===== src/rtl/gtm_pkg.sv =====
// Shared types, constants and helpers for the IoU greedy track matcher.
package gtm_pkg;

    localparam int MAX_TRACKS = 32;
    localparam int IDX_W      = $clog2(MAX_TRACKS);
    localparam int CFG_IDX_W  = 2;

    typedef enum logic [1:0] {
        MODE_FRAME_START = 2'd0,
        MODE_DETECT      = 2'd1,
        MODE_FRAME_END   = 2'd2,
        MODE_CLEAR       = 2'd3
    } mode_t;

    localparam logic [CFG_IDX_W-1:0] CFG_MIN_IOU  = 2'd0;
    localparam logic [CFG_IDX_W-1:0] CFG_MIN_HITS = 2'd1;
    localparam logic [CFG_IDX_W-1:0] CFG_MAX_LOST = 2'd2;

    localparam logic [16:0] MIN_IOU_RESET  = 17'd19661;
    localparam logic [15:0] MIN_HITS_RESET = 16'd3;
    localparam logic [15:0] MAX_LOST_RESET = 16'd30;

    typedef struct packed {
        logic [1:0]         mode;
        logic [7:0]         class_id;
        logic signed [15:0] box_x;
        logic signed [15:0] box_y;
        logic [14:0]        box_width;
        logic [14:0]        box_height;
    } item_t;

    typedef struct packed {
        logic [31:0] track_id;
        logic        confirmed;
        logic [15:0] track_age;
        logic        new_track;
        logic        dropped;
    } result_t;

    typedef enum logic [2:0] {
        OP_NOP,
        OP_LOAD,
        OP_AGE,
        OP_EVICT,
        OP_CLEAR,
        OP_ISSUE,
        OP_COMMIT
    } op_t;

    typedef struct packed {
        op_t              op;
        logic [IDX_W-1:0] idx;
    } cmd_t;

    function automatic logic [15:0] sat_inc16(input logic [15:0] v);
        return (v == 16'hFFFF) ? v : v + 16'd1;
    endfunction

endpackage


===== src/rtl/gtm_ctrl.sv =====
// Sequencer for sweeps, the clear step, the detection scan and the commit step.
module gtm_ctrl (
    input  logic          clk,
    input  logic          rst_n,
    input  logic          start,
    input  logic [1:0]    mode,
    output logic          busy,
    output gtm_pkg::cmd_t cmd
);
    import gtm_pkg::*;

    typedef enum logic [2:0] {
        ST_IDLE,
        ST_AGE,
        ST_EVICT,
        ST_CLEAR,
        ST_SCAN,
        ST_DRAIN,
        ST_COMMIT
    } state_t;

    state_t           state_reg, state_next;
    logic [IDX_W-1:0] idx_reg, idx_next;
    logic [1:0]       drain_reg, drain_next;
    logic             last;

    assign last = (idx_reg == IDX_W'(MAX_TRACKS - 1));
    assign busy = (state_reg != ST_IDLE);

    always_comb
    begin
        state_next = state_reg;
        idx_next   = idx_reg;
        drain_next = drain_reg;
        cmd.op     = OP_NOP;
        cmd.idx    = idx_reg;
        unique case (state_reg)
            ST_IDLE:
            begin
                idx_next   = '0;
                drain_next = '0;
                if (start)
                begin
                    cmd.op = OP_LOAD;
                    unique case (mode_t'(mode))
                        MODE_FRAME_START: state_next = ST_AGE;
                        MODE_DETECT:      state_next = ST_SCAN;
                        MODE_FRAME_END:   state_next = ST_EVICT;
                        MODE_CLEAR:       state_next = ST_CLEAR;
                        default:          state_next = ST_IDLE;
                    endcase
                end
            end
            ST_AGE, ST_EVICT:
            begin
                cmd.op   = (state_reg == ST_AGE) ? OP_AGE : OP_EVICT;
                idx_next = idx_reg + 1'b1;
                if (last)
                    state_next = ST_IDLE;
            end
            ST_CLEAR:
            begin
                cmd.op     = OP_CLEAR;
                state_next = ST_IDLE;
            end
            ST_SCAN:
            begin
                cmd.op   = OP_ISSUE;
                idx_next = idx_reg + 1'b1;
                if (last)
                    state_next = ST_DRAIN;
            end
            ST_DRAIN:
            begin
                drain_next = drain_reg + 2'd1;
                if (drain_reg == 2'd3)
                    state_next = ST_COMMIT;
            end
            ST_COMMIT:
            begin
                cmd.op     = OP_COMMIT;
                state_next = ST_IDLE;
            end
            default: state_next = ST_IDLE;
        endcase
    end

    always_ff @(posedge clk or negedge rst_n)
    begin
        if (!rst_n)
        begin
            state_reg <= ST_IDLE;
            idx_reg   <= '0;
            drain_reg <= '0;
        end
        else
        begin
            state_reg <= state_next;
            idx_reg   <= idx_next;
            drain_reg <= drain_next;
        end
    end

endmodule


===== config.mk =====
export PLATFORM = sky130hd
export DESIGN_NAME = gtm_ctrl
export DESIGN_NICKNAME = d
export VERILOG_FILES = /design/src/rtl/gtm_pkg.sv /design/src/rtl/gtm_ctrl.sv
export SDC_FILE = /design/constraint.sdc
export NUM_CORES = 1
export LEC_CHECK = 0
export BUFFER_PORTS_ARGS = -buffer_cell sky130_fd_sc_hd__buf_2
export CORE_MARGIN = 3
export CORE_UTILIZATION = 50
export CTS_BUF_LIST = sky130_fd_sc_hd__clkbuf_16
export DETAILED_ROUTE_END_ITERATION = 10
export HOLD_SLACK_MARGIN = 0.02
export MAX_ROUTING_LAYER = met4
export PLACE_DENSITY = 0.74
export SYNTH_ARGS = -nofsm -noshare
export SYNTH_HDL_FRONTEND = slang
export SYNTH_SLANG_ARGS = --single-unit

===== constraint.sdc =====
create_clock -name clk -period 4 [get_ports clk]
set_clock_uncertainty 0.1 [all_clocks]
set_input_delay 0.8 -clock clk [delete_from_list [all_inputs] [get_ports clk]]
set_output_delay 0.8 -clock clk [all_outputs]
set_load 0.02 [all_outputs]

# ---- After elaboration in Yosys (flattened, before gate mapping)
# Index checks and enable logic that the tools add are counted.
dict set report word_totals {
  regBits 10
  output_inout_bits 9
  mem_count 0
  latchBits 0
  romBits 0
  ramBits 0
  wordCells 39
}
dict set report op_classes {
  mul 0
  n_bitwise 0
  order_cmp 0
  reduce_logical 8
  muxes 11
  n_eq_ne 15
  div 0
  shifts 0
  addsub 2
}
# cell n
set op_table {}
lappend op_table {{3-bit one-hot mux with 4 select lines} 2}
lappend op_table {{3-bit one-hot mux with 5 select lines} 1}
lappend op_table {{3-bit 2-to-1 mux} 4}
lappend op_table {{5-bit one-hot mux with 2 select lines} 1}
lappend op_table {{3-bit == test, second input constant} 3}
lappend op_table {{2-bit != test, second input constant} 4}
lappend op_table {{2-bit == test, second input constant} 3}
lappend op_table {{3-bit by 2-bit == test with 1-bit output, second input constant} 2}
lappend op_table {{5-bit by 1-bit adder with 5-bit output, second input constant} 1}
lappend op_table {{5-bit == test, second input constant} 1}
lappend op_table {{2-bit one-hot mux with 2 select lines} 1}
lappend op_table {{4-bit AND reduction} 1}
lappend op_table {{2-bit nonzero test} 2}
lappend op_table {{3-bit by 1-bit == test with 1-bit output, second input constant} 1}
lappend op_table {{3-bit logical NOT} 1}
lappend op_table {{3-bit nonzero test} 1}
lappend op_table {{3-bit OR reduction} 1}
lappend op_table {{2-bit by 1-bit adder with 2-bit output, second input constant} 1}
lappend op_table {{2-bit by 1-bit == test with 1-bit output, second input constant} 1}
lappend op_table {{2-bit logical NOT} 1}
lappend op_table {{1-bit 2-to-1 mux} 2}
lappend op_table {{2-bit OR reduction} 1}

# ---- Longest topological paths before layout
# Gate-level depths: netlist of run 1.
dict set report depth {
  word_depth 4
  mapped_depth 6
  depth_no_buf 6
}

# ---- Worst setup path after synthesis of run 1
# OpenSTA, ideal clock, no wires.
dict set report synth_timing {
  kind {input-to-output}
  startpoint {input start}
  endpoint {output cmd[5] (netlist name)}
  stages 2
  arrival_ns 1.394
  path_slack_ns 1.706
  t_required_ns 3.100
  path_cell_list {nor3_1 -> a211oi_1}
}
# item line_no
set synth_rtl {}
lappend synth_rtl {{from (decl)} gtm_ctrl.sv:5} ;# input logic start,
lappend synth_rtl {{to (decl)} gtm_ctrl.sv:8} ;# output gtm_pkg::cmd_t cmd

==> impl_metrics.csv, run 1 <==
group,metric,value,unit
synthesis,synthMuxAreaShare,0.0481,
worst_setup_path,crit_path_start_kind,"flip-flop",
synthesis,synth_common_cells,"dfrtp_1 (10), ha_1 (6), a31oi_1 (4), nor2_1 (4), nor3_1 (4)",
finish,layout.nets,95,
synthesis,syn_area_per_cell,9.67,um^2
pwr,internal_power,362,uW
finish,fillers,100,
sta,finalHoldViolCount,0,
synthesis,ys_top_cells_by_area,"dfrtp_1 (37%), ha_1 (11%), a31oi_1 (3.7%), a211oi_1 (3.3%), maj3_2 (3.3%)",
worst_setup_path,critical_path_class,"flip-flop to primary output",
floorplan,core,0.00119,mm^2
sta,relSlewSlack,0.601,
sta,fmax,0.394,GHz
finish,antennaDiodeCount,0,
synthesis,synthFlopType,"dfrtp_1",
synthesis,synthAdderAreaFrac,0.144,
pwr,combPwrFrac,0.392,
synthesis,syn_area,677,um^2
finish,final_cell_area,808,um^2
floorplan,num_rows,12,
finish,largest_register_ffs,5,
pwr,power.share.switching,0.397,
sta,rsz0062_at_grt,"false",
clocking,cts.clk_slew.worst_paths,40,ps
clocking,root_buffer,"clkbuf_16",
route,wire_per_inst,14.3,um
sta,timing.hold.ws,324,ps
placed_design,placement.cell_area,733,um^2
pwr,p_leak,0.394,nW
route,vias_per_cell,5.81,
route,firstDrtPassIters,4,
synthesis,synthArstFlopShare,1.00,
synthesis,synth_area_leader_cell,"dfrtp_1",
route,detail-route-antenna-nets,0,
sta,drv_slew,0,
sta,tns,0,ps
sta,finalSetupViolCount,0,
clocking,cts_tree,"yes",
outcome,outcome,"complete, no violations",
pwr,p_seq_frac,0.322,
route,drcViolationCount,0,
sta,layout_min_cycle_time,2540,ps
worst_setup_path,critPathRequiredTime,3100,ps
floorplan,die_y,42.8,um
clocking,htree_levels,1,
global_routing,antenna_found_initial,0,
synthesis,synth_edf_count,0,
global_routing,track_usage,0.187,
pwr,power.total,600,uW
synthesis,ys_warn_count,0,
route,wl,1.38,mm
clocking,cts_buffer_depth,2,
clocking,cts.sinks,10,
pwr,peakVddDrop,0.506,mV
sta,worst_pin_slew,599,ps
synthesis,yosys.area.top_type_share,0.370,
global_routing,grt-ovfl-total,0,
synthesis,ys_types,30,
placed_design,routabilityCongestion,0.791,
pwr,switchingPower,238,uW
worst_setup_path,path_max_fanout,21,
floorplan,start_util,0.571,
synthesis,synth_top_family_by_area,"compound AO/OA/AOI/OAI gates",
floorplan,die_x,42.8,um
synthesis,yosysMostFrequentCell,"dfrtp_1",
clocking,hold_buffers,0,
synthesis,netlist_instances,70,
sta,finalCritPeriodShare,0.635,
global_routing,grt_pass1_wl,2.39,mm
floorplan,die_area,0.00183,mm^2
global_routing,grt_max_degree,22,
flow_run,maxCapViolCount,0,
worst_setup_path,cp-end-kind,"primary output",
clocking,cts_buffers,3,
route,drt_iter0_drc,24,
synthesis,synth_seq_area_share,0.370,
pwr,pwr_density_cell,742,mW/mm^2
synthesis,synth-xor-area-share,0,
placed_design,preCtsSetupSlack,1730,ps
clocking,cts.repair.resized,0,
floorplan,io-pin-count,14,
finish,layout-drive-gt1-share,0.268,
clocking,clk_latency,230,ps
worst_setup_path,arrival,1640,ps
clocking,postCtsSetupRepairBufs,0,
placed_design,hpwl,952,um
global_routing,grt_pass1_vias,513,
synthesis,synthSimpleGateAreaFrac,0.163,
placed_design,io_buffers,13,
pwr,p_clk_frac,0.286,
worst_hold_path,hold_path_class,"primary input to async pin",
route,vias,558,
synthesis,syn_nets,81,
synthesis,synth_compound_gate_area_share,0.209,
finish,area_growth,19.4,%
synthesis,yosys_register_bits,10,
sta,setup_slack,1460,ps
worst_setup_path,reg2regPathDepth,3,
-- cell type report --
cell class                 instances  area [um^2]  area share
tap                               14         17.5      0.0217
multi-input combinational         51          382       0.472
sequential                        10          250       0.310
clock buffer                       3         75.1      0.0929
inverter                           5         18.8      0.0232
timing repair buffer              13         65.1      0.0805
-- metal layers --
layer | vias up | part of all wire | global-route usage
met4 | 0 | 0.016 | 0.112
li1 | 286 | - | -
met5 | - | 0 | -
met2 | 16 | 0.43 | 0.234
met1 | 254 | 0.48 | 0.253
met3 | 2 | 0.075 | 0.0678
-- power by group through the flow --
stage          Clock [mW]  Combinational [mW]  Sequential [mW]
6_report            0.172               0.235            0.193
3_3_place_gp            0               0.232            0.190
4_1_cts             0.176               0.237            0.192
3_5_place_dp            0               0.234            0.193
5_1_grt             0.184               0.258            0.201
2_1_floorplan           0               0.182            0.182
-- cells in the final DEF, fill, tap and decap left out, types with 2 or more instances in the layout --
cell and n:
mux2_2 2, a22o_1 2, maj3_2 2, o2bb2ai_1 2, dfrtp_1 10, nand3_1 3, buf_2 13, nor2b_1 3
clkbuf_16 3, inv_1 3, a31oi_1 4, nand2_1 2, a211oi_1 3, nor2_1 4, nor3_1 4, o21ai_1 2
ha_1 6, inv_2 2
-- path summary, 6_finish.rpt --
kind	startpoint	end	slack, ps
max	state_reg[2]	cmd[6]	1460
min reg2reg	drain_reg[1]	drain_reg[1]	410
max in group asynchronous	rst_n	idx_reg[0]	3280
min in group clk	drain_reg[1]	drain_reg[1]	410
max reg2reg	state_reg[2]	idx_reg[0]	2240
min	rst_n	state_reg[1]	320
-- stage by stage --
step	cells	utilization
final	96	0.681
after global routing	96	0.681
after CTS	96	0.681
after detailed placement	93	0.618
after global placement	93	0.618
after floorplan	70	-
-- cell families after synthesis --
logic type                 after synthesis
AOI/OAI and AO/OA                       19
adders and majority gates                8
buffers and inverters                    9
DFF                                     10
muxes                                    3
and+or+nand+nor                         21
-- worst max-delay path, stage by stage, from the launching register on --
cell	delay, ps
dfrtp_1	710
and2b_1	280
mux2_2	260
buf_2	160
No activity file was read; power rests on OpenSTA's default activity.
==> run 2: changes to the inputs <==
--- a/config.mk
+++ b/config.mk
@@ -7,12 +7,12 @@
 export LEC_CHECK = 0
 export BUFFER_PORTS_ARGS = -buffer_cell sky130_fd_sc_hd__buf_2
 export CORE_MARGIN = 3
-export CORE_UTILIZATION = 50
+export CORE_UTILIZATION = 46
 export CTS_BUF_LIST = sky130_fd_sc_hd__clkbuf_16
 export DETAILED_ROUTE_END_ITERATION = 10
 export HOLD_SLACK_MARGIN = 0.02
 export MAX_ROUTING_LAYER = met4
-export PLACE_DENSITY = 0.74
+export PLACE_DENSITY = 0.72
 export SYNTH_ARGS = -nofsm -noshare
 export SYNTH_HDL_FRONTEND = slang
 export SYNTH_SLANG_ARGS = --single-unit
==> constraint.sdc (replaced) <==
create_clock -name clk -period 2.25 [get_ports clk]
set_clock_uncertainty 0.1 [all_clocks]
set_input_delay 0.45 -clock clk [delete_from_list [all_inputs] [get_ports clk]]
set_output_delay 0.45 -clock clk [all_outputs]
set_load 0.02 [all_outputs]
==> run 2 against run 1 <==
Cell area increased by 3.7%. Hold slack improved by 79 ps. Global-route usage down 1.2 points. Die area increased by 7.4%. Highest routed layer unchanged. Combinational power increased by 93%. Count of clock-buffer cells in the layout is the same. Clock power up 83%.
==> impl_metrics.csv, run 2 (synthesis gave the netlist of run 1 again) <==
group,metric,value,unit
sta,tns,0,ps
worst_setup_path,crit_path_cell_trace,"inv_2, mux2_2, buf_2",
finish,largest_register_ffs,5,
placed_design,preCtsSetupSlack,552,ps
global_routing,track_usage,0.176,
floorplan,die_x,44.4,um
worst_setup_path,path_max_fanout,13,
flow_run,maxCapViolCount,0,
pwr,peakVddDrop,0.545,mV
route,wl,1.39,mm
route,firstDrtPassIters,4,
worst_setup_path,slowest_stage,"dfrtp_1",
floorplan,die_area,0.00197,mm^2
floorplan,core,0.00133,mm^2
pwr,p_leak,0.410,nW
clocking,htree_levels,1,
worst_hold_path,hold_path_class,"primary input to flip-flop",
route,vias_per_cell,5.72,
sta,setup_slack,283,ps
floorplan,die_y,44.4,um
finish,layout.nets,98,
clocking,cts_buffer_depth,2,
sta,fmax,0.508,GHz
floorplan,io-pin-count,14,
clocking,root_buffer,"clkbuf_16",
placed_design,io_buffers,13,
worst_setup_path,cp-endpoint,"cmd[6]",
clocking,cts.repair.resized,0,
global_routing,grt-ovfl-total,0,
placed_design,routabilityCongestion,0.803,
clocking,cts.sinks,10,
worst_setup_path,arrival,1420,ps
sta,rsz0062_at_grt,"false",
worst_setup_path,cp-end-kind,"primary output",
route,drt_iter0_drc,9,
sta,drv_slew,0,
sta,relSlewSlack,0.730,
clocking,cts.clk_slew.worst_paths,40,ps
finish,layout_common_cells,"buf_2 (13), dfrtp_1 (10), ha_1 (6)",
global_routing,grt_pass1_wl,2.40,mm
worst_setup_path,crit_path_start_kind,"flip-flop",
worst_setup_path,cp-startpoint,"state_reg[1]",
sta,worst_pin_slew,404,ps
finish,layout-drive-gt1-share,0.279,
clocking,postCtsSetupRepairBufs,0,
worst_setup_path,slowest_delay,510,ps
route,wire_per_inst,13.8,um
worst_hold_path,hold_depth,3,
route,drcViolationCount,0,
sta,finalSetupViolCount,0,
global_routing,grt_pass1_vias,565,
sta,finalHoldViolCount,0,
worst_setup_path,worstReg2RegStart,"idx_reg[0]",
outcome,outcome,"complete, no violations",
clocking,cts_buffers,3,
route,detail-route-antenna-nets,0,
worst_setup_path,r2r_setup_slack,580,ps
pwr,pwr_density_cell,1300,mW/mm^2
sta,layout_min_cycle_time,1970,ps
worst_setup_path,r2r_end,"state_reg[0]",
finish,finish.utilization,0.629,
worst_setup_path,critical_path_class,"flip-flop to primary output",
worst_setup_path,critPathRequiredTime,1700,ps
finish,antennaDiodeCount,0,
placed_design,hpwl,995,um
global_routing,antenna_found_initial,0,
sta,timing.hold.ws,403,ps
clocking,cts_tree,"yes",
clocking,hold_buffers,1,
floorplan,num_rows,13,
finish,area_growth,23.8,%
route,vias,578,
floorplan,start_util,0.508,
clocking,clk_latency,240,ps
worst_setup_path,reg2regPathDepth,5,
global_routing,grt_max_degree,16,
sta,finalCritPeriodShare,0.874,
finish,layout_commonest_cell,"buf_2",
## run 2: per-stage QoR
step | instances | power [mW] | cell area, um^2
after global routing | 101 | 1.16 | 838
after floorplan | 70 | 0.647 | 677
after global placement | 96 | 0.757 | 749
after detailed placement | 96 | 0.768 | 749
final | 101 | 1.09 | 838
after CTS | 101 | 1.09 | 838
## run 2: how the worst min path moves through the flow
stage          start  slack (ps)            to
3_3_place_gp   rst_n         220    idx_reg[1]
5_1_grt        start         420  state_reg[2]
6_report       start         400  state_reg[2]
3_5_place_dp   rst_n         230    idx_reg[3]
4_1_cts        start         410  state_reg[2]
2_1_floorplan  rst_n          50  drain_reg[0]
## run 2: critical path: cells and delay by family (launching register included)
| kind | cells | cell delay, ps |
|---|---|---|
| buffers and inverters | 2 | 320 |
| DFF | 1 | 510 |
| muxes | 1 | 340 |
## run 2: power by group
part | internal, mW | switching [mW]
registers | 0.232 | 0.0897
logic | 0.193 | 0.260
clock network | 0.233 | 0.0825
## run 2: metal layers
metal  routed length [um]  track usage  vias to the layer above
met2                  644        0.250                       13
met1                  661        0.216                      271
met5                    0            -                        -
met3                   53       0.0407                        4
li1                     -            -                      290
met4                   34        0.127                        0
## run 2: area by class of cell
type                    instances  area, um^2
fillers                       115         495
multi-input cells              51         382
flip-flops and latches         10         250
repair buffers                 16        90.1
clock buffers                   3        75.1
inverters                       5        18.8
well taps                      15        18.8
clock inverters                 1        3.75
==> run 3: changes to the inputs <==
--- a/config.mk
+++ b/config.mk
@@ -13,6 +13,7 @@
 export HOLD_SLACK_MARGIN = 0.02
 export MAX_ROUTING_LAYER = met4
 export PLACE_DENSITY = 0.72
+export SETUP_SLACK_MARGIN = 0.5
 export SYNTH_ARGS = -nofsm -noshare
 export SYNTH_HDL_FRONTEND = slang
 export SYNTH_SLANG_ARGS = --single-unit
==> run 3 against run 2 <==
First-iteration DRC count is 11% higher. Hold slack gained 17 ps. Combinational power rose by 42%. Largest cell class unchanged. Maximum frequency rose by 8.9%.
==> impl_metrics.csv, run 3 (synthesis gave the netlist of run 1 again) <==
group,metric,value,unit
outcome,outcome,"complete, no violations",
clocking,cts_tree,"yes",
clocking,cts_buffers,3,
global_routing,grt_pass1_vias,595,
sta,setup_slack,444,ps
global_routing,grt_max_degree,16,
sta,tns,0,ps
sta,finalHoldViolCount,0,
placed_design,preCtsSetupSlack,503,ps
route,drt_iter0_drc,10,
worst_setup_path,crit_path_start_kind,"flip-flop",
finish,largest_register_ffs,5,
floorplan,num_rows,13,
clocking,cts_buffer_depth,2,
global_routing,track_usage,0.203,
sta,fmax,0.554,GHz
worst_setup_path,slowest_stage,"dfrtp_2",
finish,layout-drive-gt1-share,0.427,
sta,finalCritPeriodShare,0.803,
placed_design,hpwl,1.01,mm
finish,layout.nets,108,
worst_setup_path,critPathRequiredTime,1700,ps
route,detail-route-antenna-nets,0,
floorplan,core,0.00133,mm^2
clocking,cts.clk_slew.worst_paths,40,ps
global_routing,antenna_found_initial,0,
clocking,root_buffer,"clkbuf_16",
pwr,pwr_density_cell,1320,mW/mm^2
sta,drv_slew,0,
worst_setup_path,crit_path_cell_trace,"and2b_1, mux2_4, buf_6",
floorplan,die_area,0.00197,mm^2
placed_design,routabilityCongestion,0.832,
worst_setup_path,arrival,1260,ps
global_routing,grt_pass1_wl,2.70,mm
route,drcViolationCount,0,
flow_run,maxCapViolCount,0,
floorplan,io-pin-count,14,
floorplan,die_y,44.4,um
pwr,p_leak,0.470,nW
worst_setup_path,crit_family,"flip-flops",
worst_setup_path,critical_path_class,"flip-flop to primary output",
clocking,htree_levels,1,
clocking,cts.sinks,10,
worst_hold_path,hold_path_class,"flip-flop to flip-flop",
floorplan,die_x,44.4,um
finish,area_growth,41.6,%
finish,fin_cells,111,
sta,rsz0062_at_grt,"true",
placed_design,dpl.cell_count,96,
route,vias_per_cell,5.85,
route,firstDrtPassIters,4,
route,vias,649,
global_routing,grt-ovfl-total,0,
worst_setup_path,cp-end-kind,"primary output",
sta,relSlewSlack,0.847,
sta,layout_min_cycle_time,1810,ps
route,wl,1.62,mm
worst_setup_path,path_max_fanout,4,
worst_setup_path,critical_path_buf_inv_count,1,
route,wire_per_inst,14.5,um
sta,timing.hold.ws,421,ps
clocking,clk_latency,240,ps
floorplan,start_util,0.508,
finish,antennaDiodeCount,0,
worst_setup_path,slowest_delay,420,ps
finish,finish.utilization,0.719,
placed_design,io_buffers,13,
finish,layout_commonest_cell,"buf_4",
sta,worst_pin_slew,229,ps
finish,layout_common_cells,"buf_4 (11), buf_2 (10), dfrtp_1 (7), ha_1 (5)",
sta,finalSetupViolCount,0,
finish,fillers,90,
pwr,peakVddDrop,1.19,mV
==> run 3: worst paths after layout <==
| kind | slack [ps] | cells past startpoint | startpoint | to |
|---|---|---|---|---|
| worst min-delay path | 420 | 1 | drain_reg[1] | drain_reg[1] |
| max in group asynchronous | 1330 | 2 | rst_n | state_reg[2] |
| min in group asynchronous | 500 | 2 | rst_n | idx_reg[3] |
| worst max-delay path | 440 | 3 | state_reg[0] | cmd[6] |
| worst max register to register | 620 | 5 | idx_reg[0] | state_reg[0] |
| worst min register to register | 420 | 1 | drain_reg[1] | drain_reg[1] |
==> run 3: report_power, final <==
part | internal, mW | switching [mW] | total [mW]
sequential | 0.236 | 0.0682 | 0.304
clock | 0.233 | 0.0865 | 0.320
combinational | 0.316 | 0.325 | 0.641
total | 0.785 | 0.480 | 1.27
==> run 3: worst register-to-register path: cells and delay by family (launching register included) <==
kind | cells | cell delay (ps)
adders and majority gates | 2 | 440
DFF | 1 | 420
AOI/OAI and AO/OA | 1 | 290
and+or+nand+nor | 2 | 250
==> run 3: cell type report <==
class | instances | area (um^2) | area share
Sequential cell | 10 | 254 | 0.265
Multi-Input combinational cell | 51 | 398 | 0.415
Inverter | 5 | 21.3 | 0.0222
Clock inverter | 1 | 3.75 | 0.00392
Tap cell | 15 | 18.8 | 0.0196
Timing Repair Buffer | 26 | 188 | 0.196
Clock buffer | 3 | 75.1 | 0.0783
==> run 3: through the flow <==
stage               power [mW]  cell area, um^2
floorplan                0.653              682
global placement         0.780              754
detailed placement       0.785              754
CTS                       1.25              953
global route              1.34              958
finish                    1.27              958
==> run 3: what timing repair did <==
| item | CTS | global route |
|---|---|---|
| gates resized for setup | 12 | 3 |
| hold buffers | 1 | 0 |
| endpoints found under the setup margin | 4 | 5 |
| pin swaps | 1 | 0 |
| hold endpoints to repair | 10 | 0 |
| buffers inserted | 10 | 0 |
==> run 3: per-layer routing <==
layer | vias up | GRT usage | part of all wire
met4 | 0 | 0.108 | 0.023
li1 | 315 | - | -
met5 | - | - | 0
met3 | 4 | 0.0854 | 0.059
met2 | 18 | 0.282 | 0.45
met1 | 312 | 0.248 | 0.47
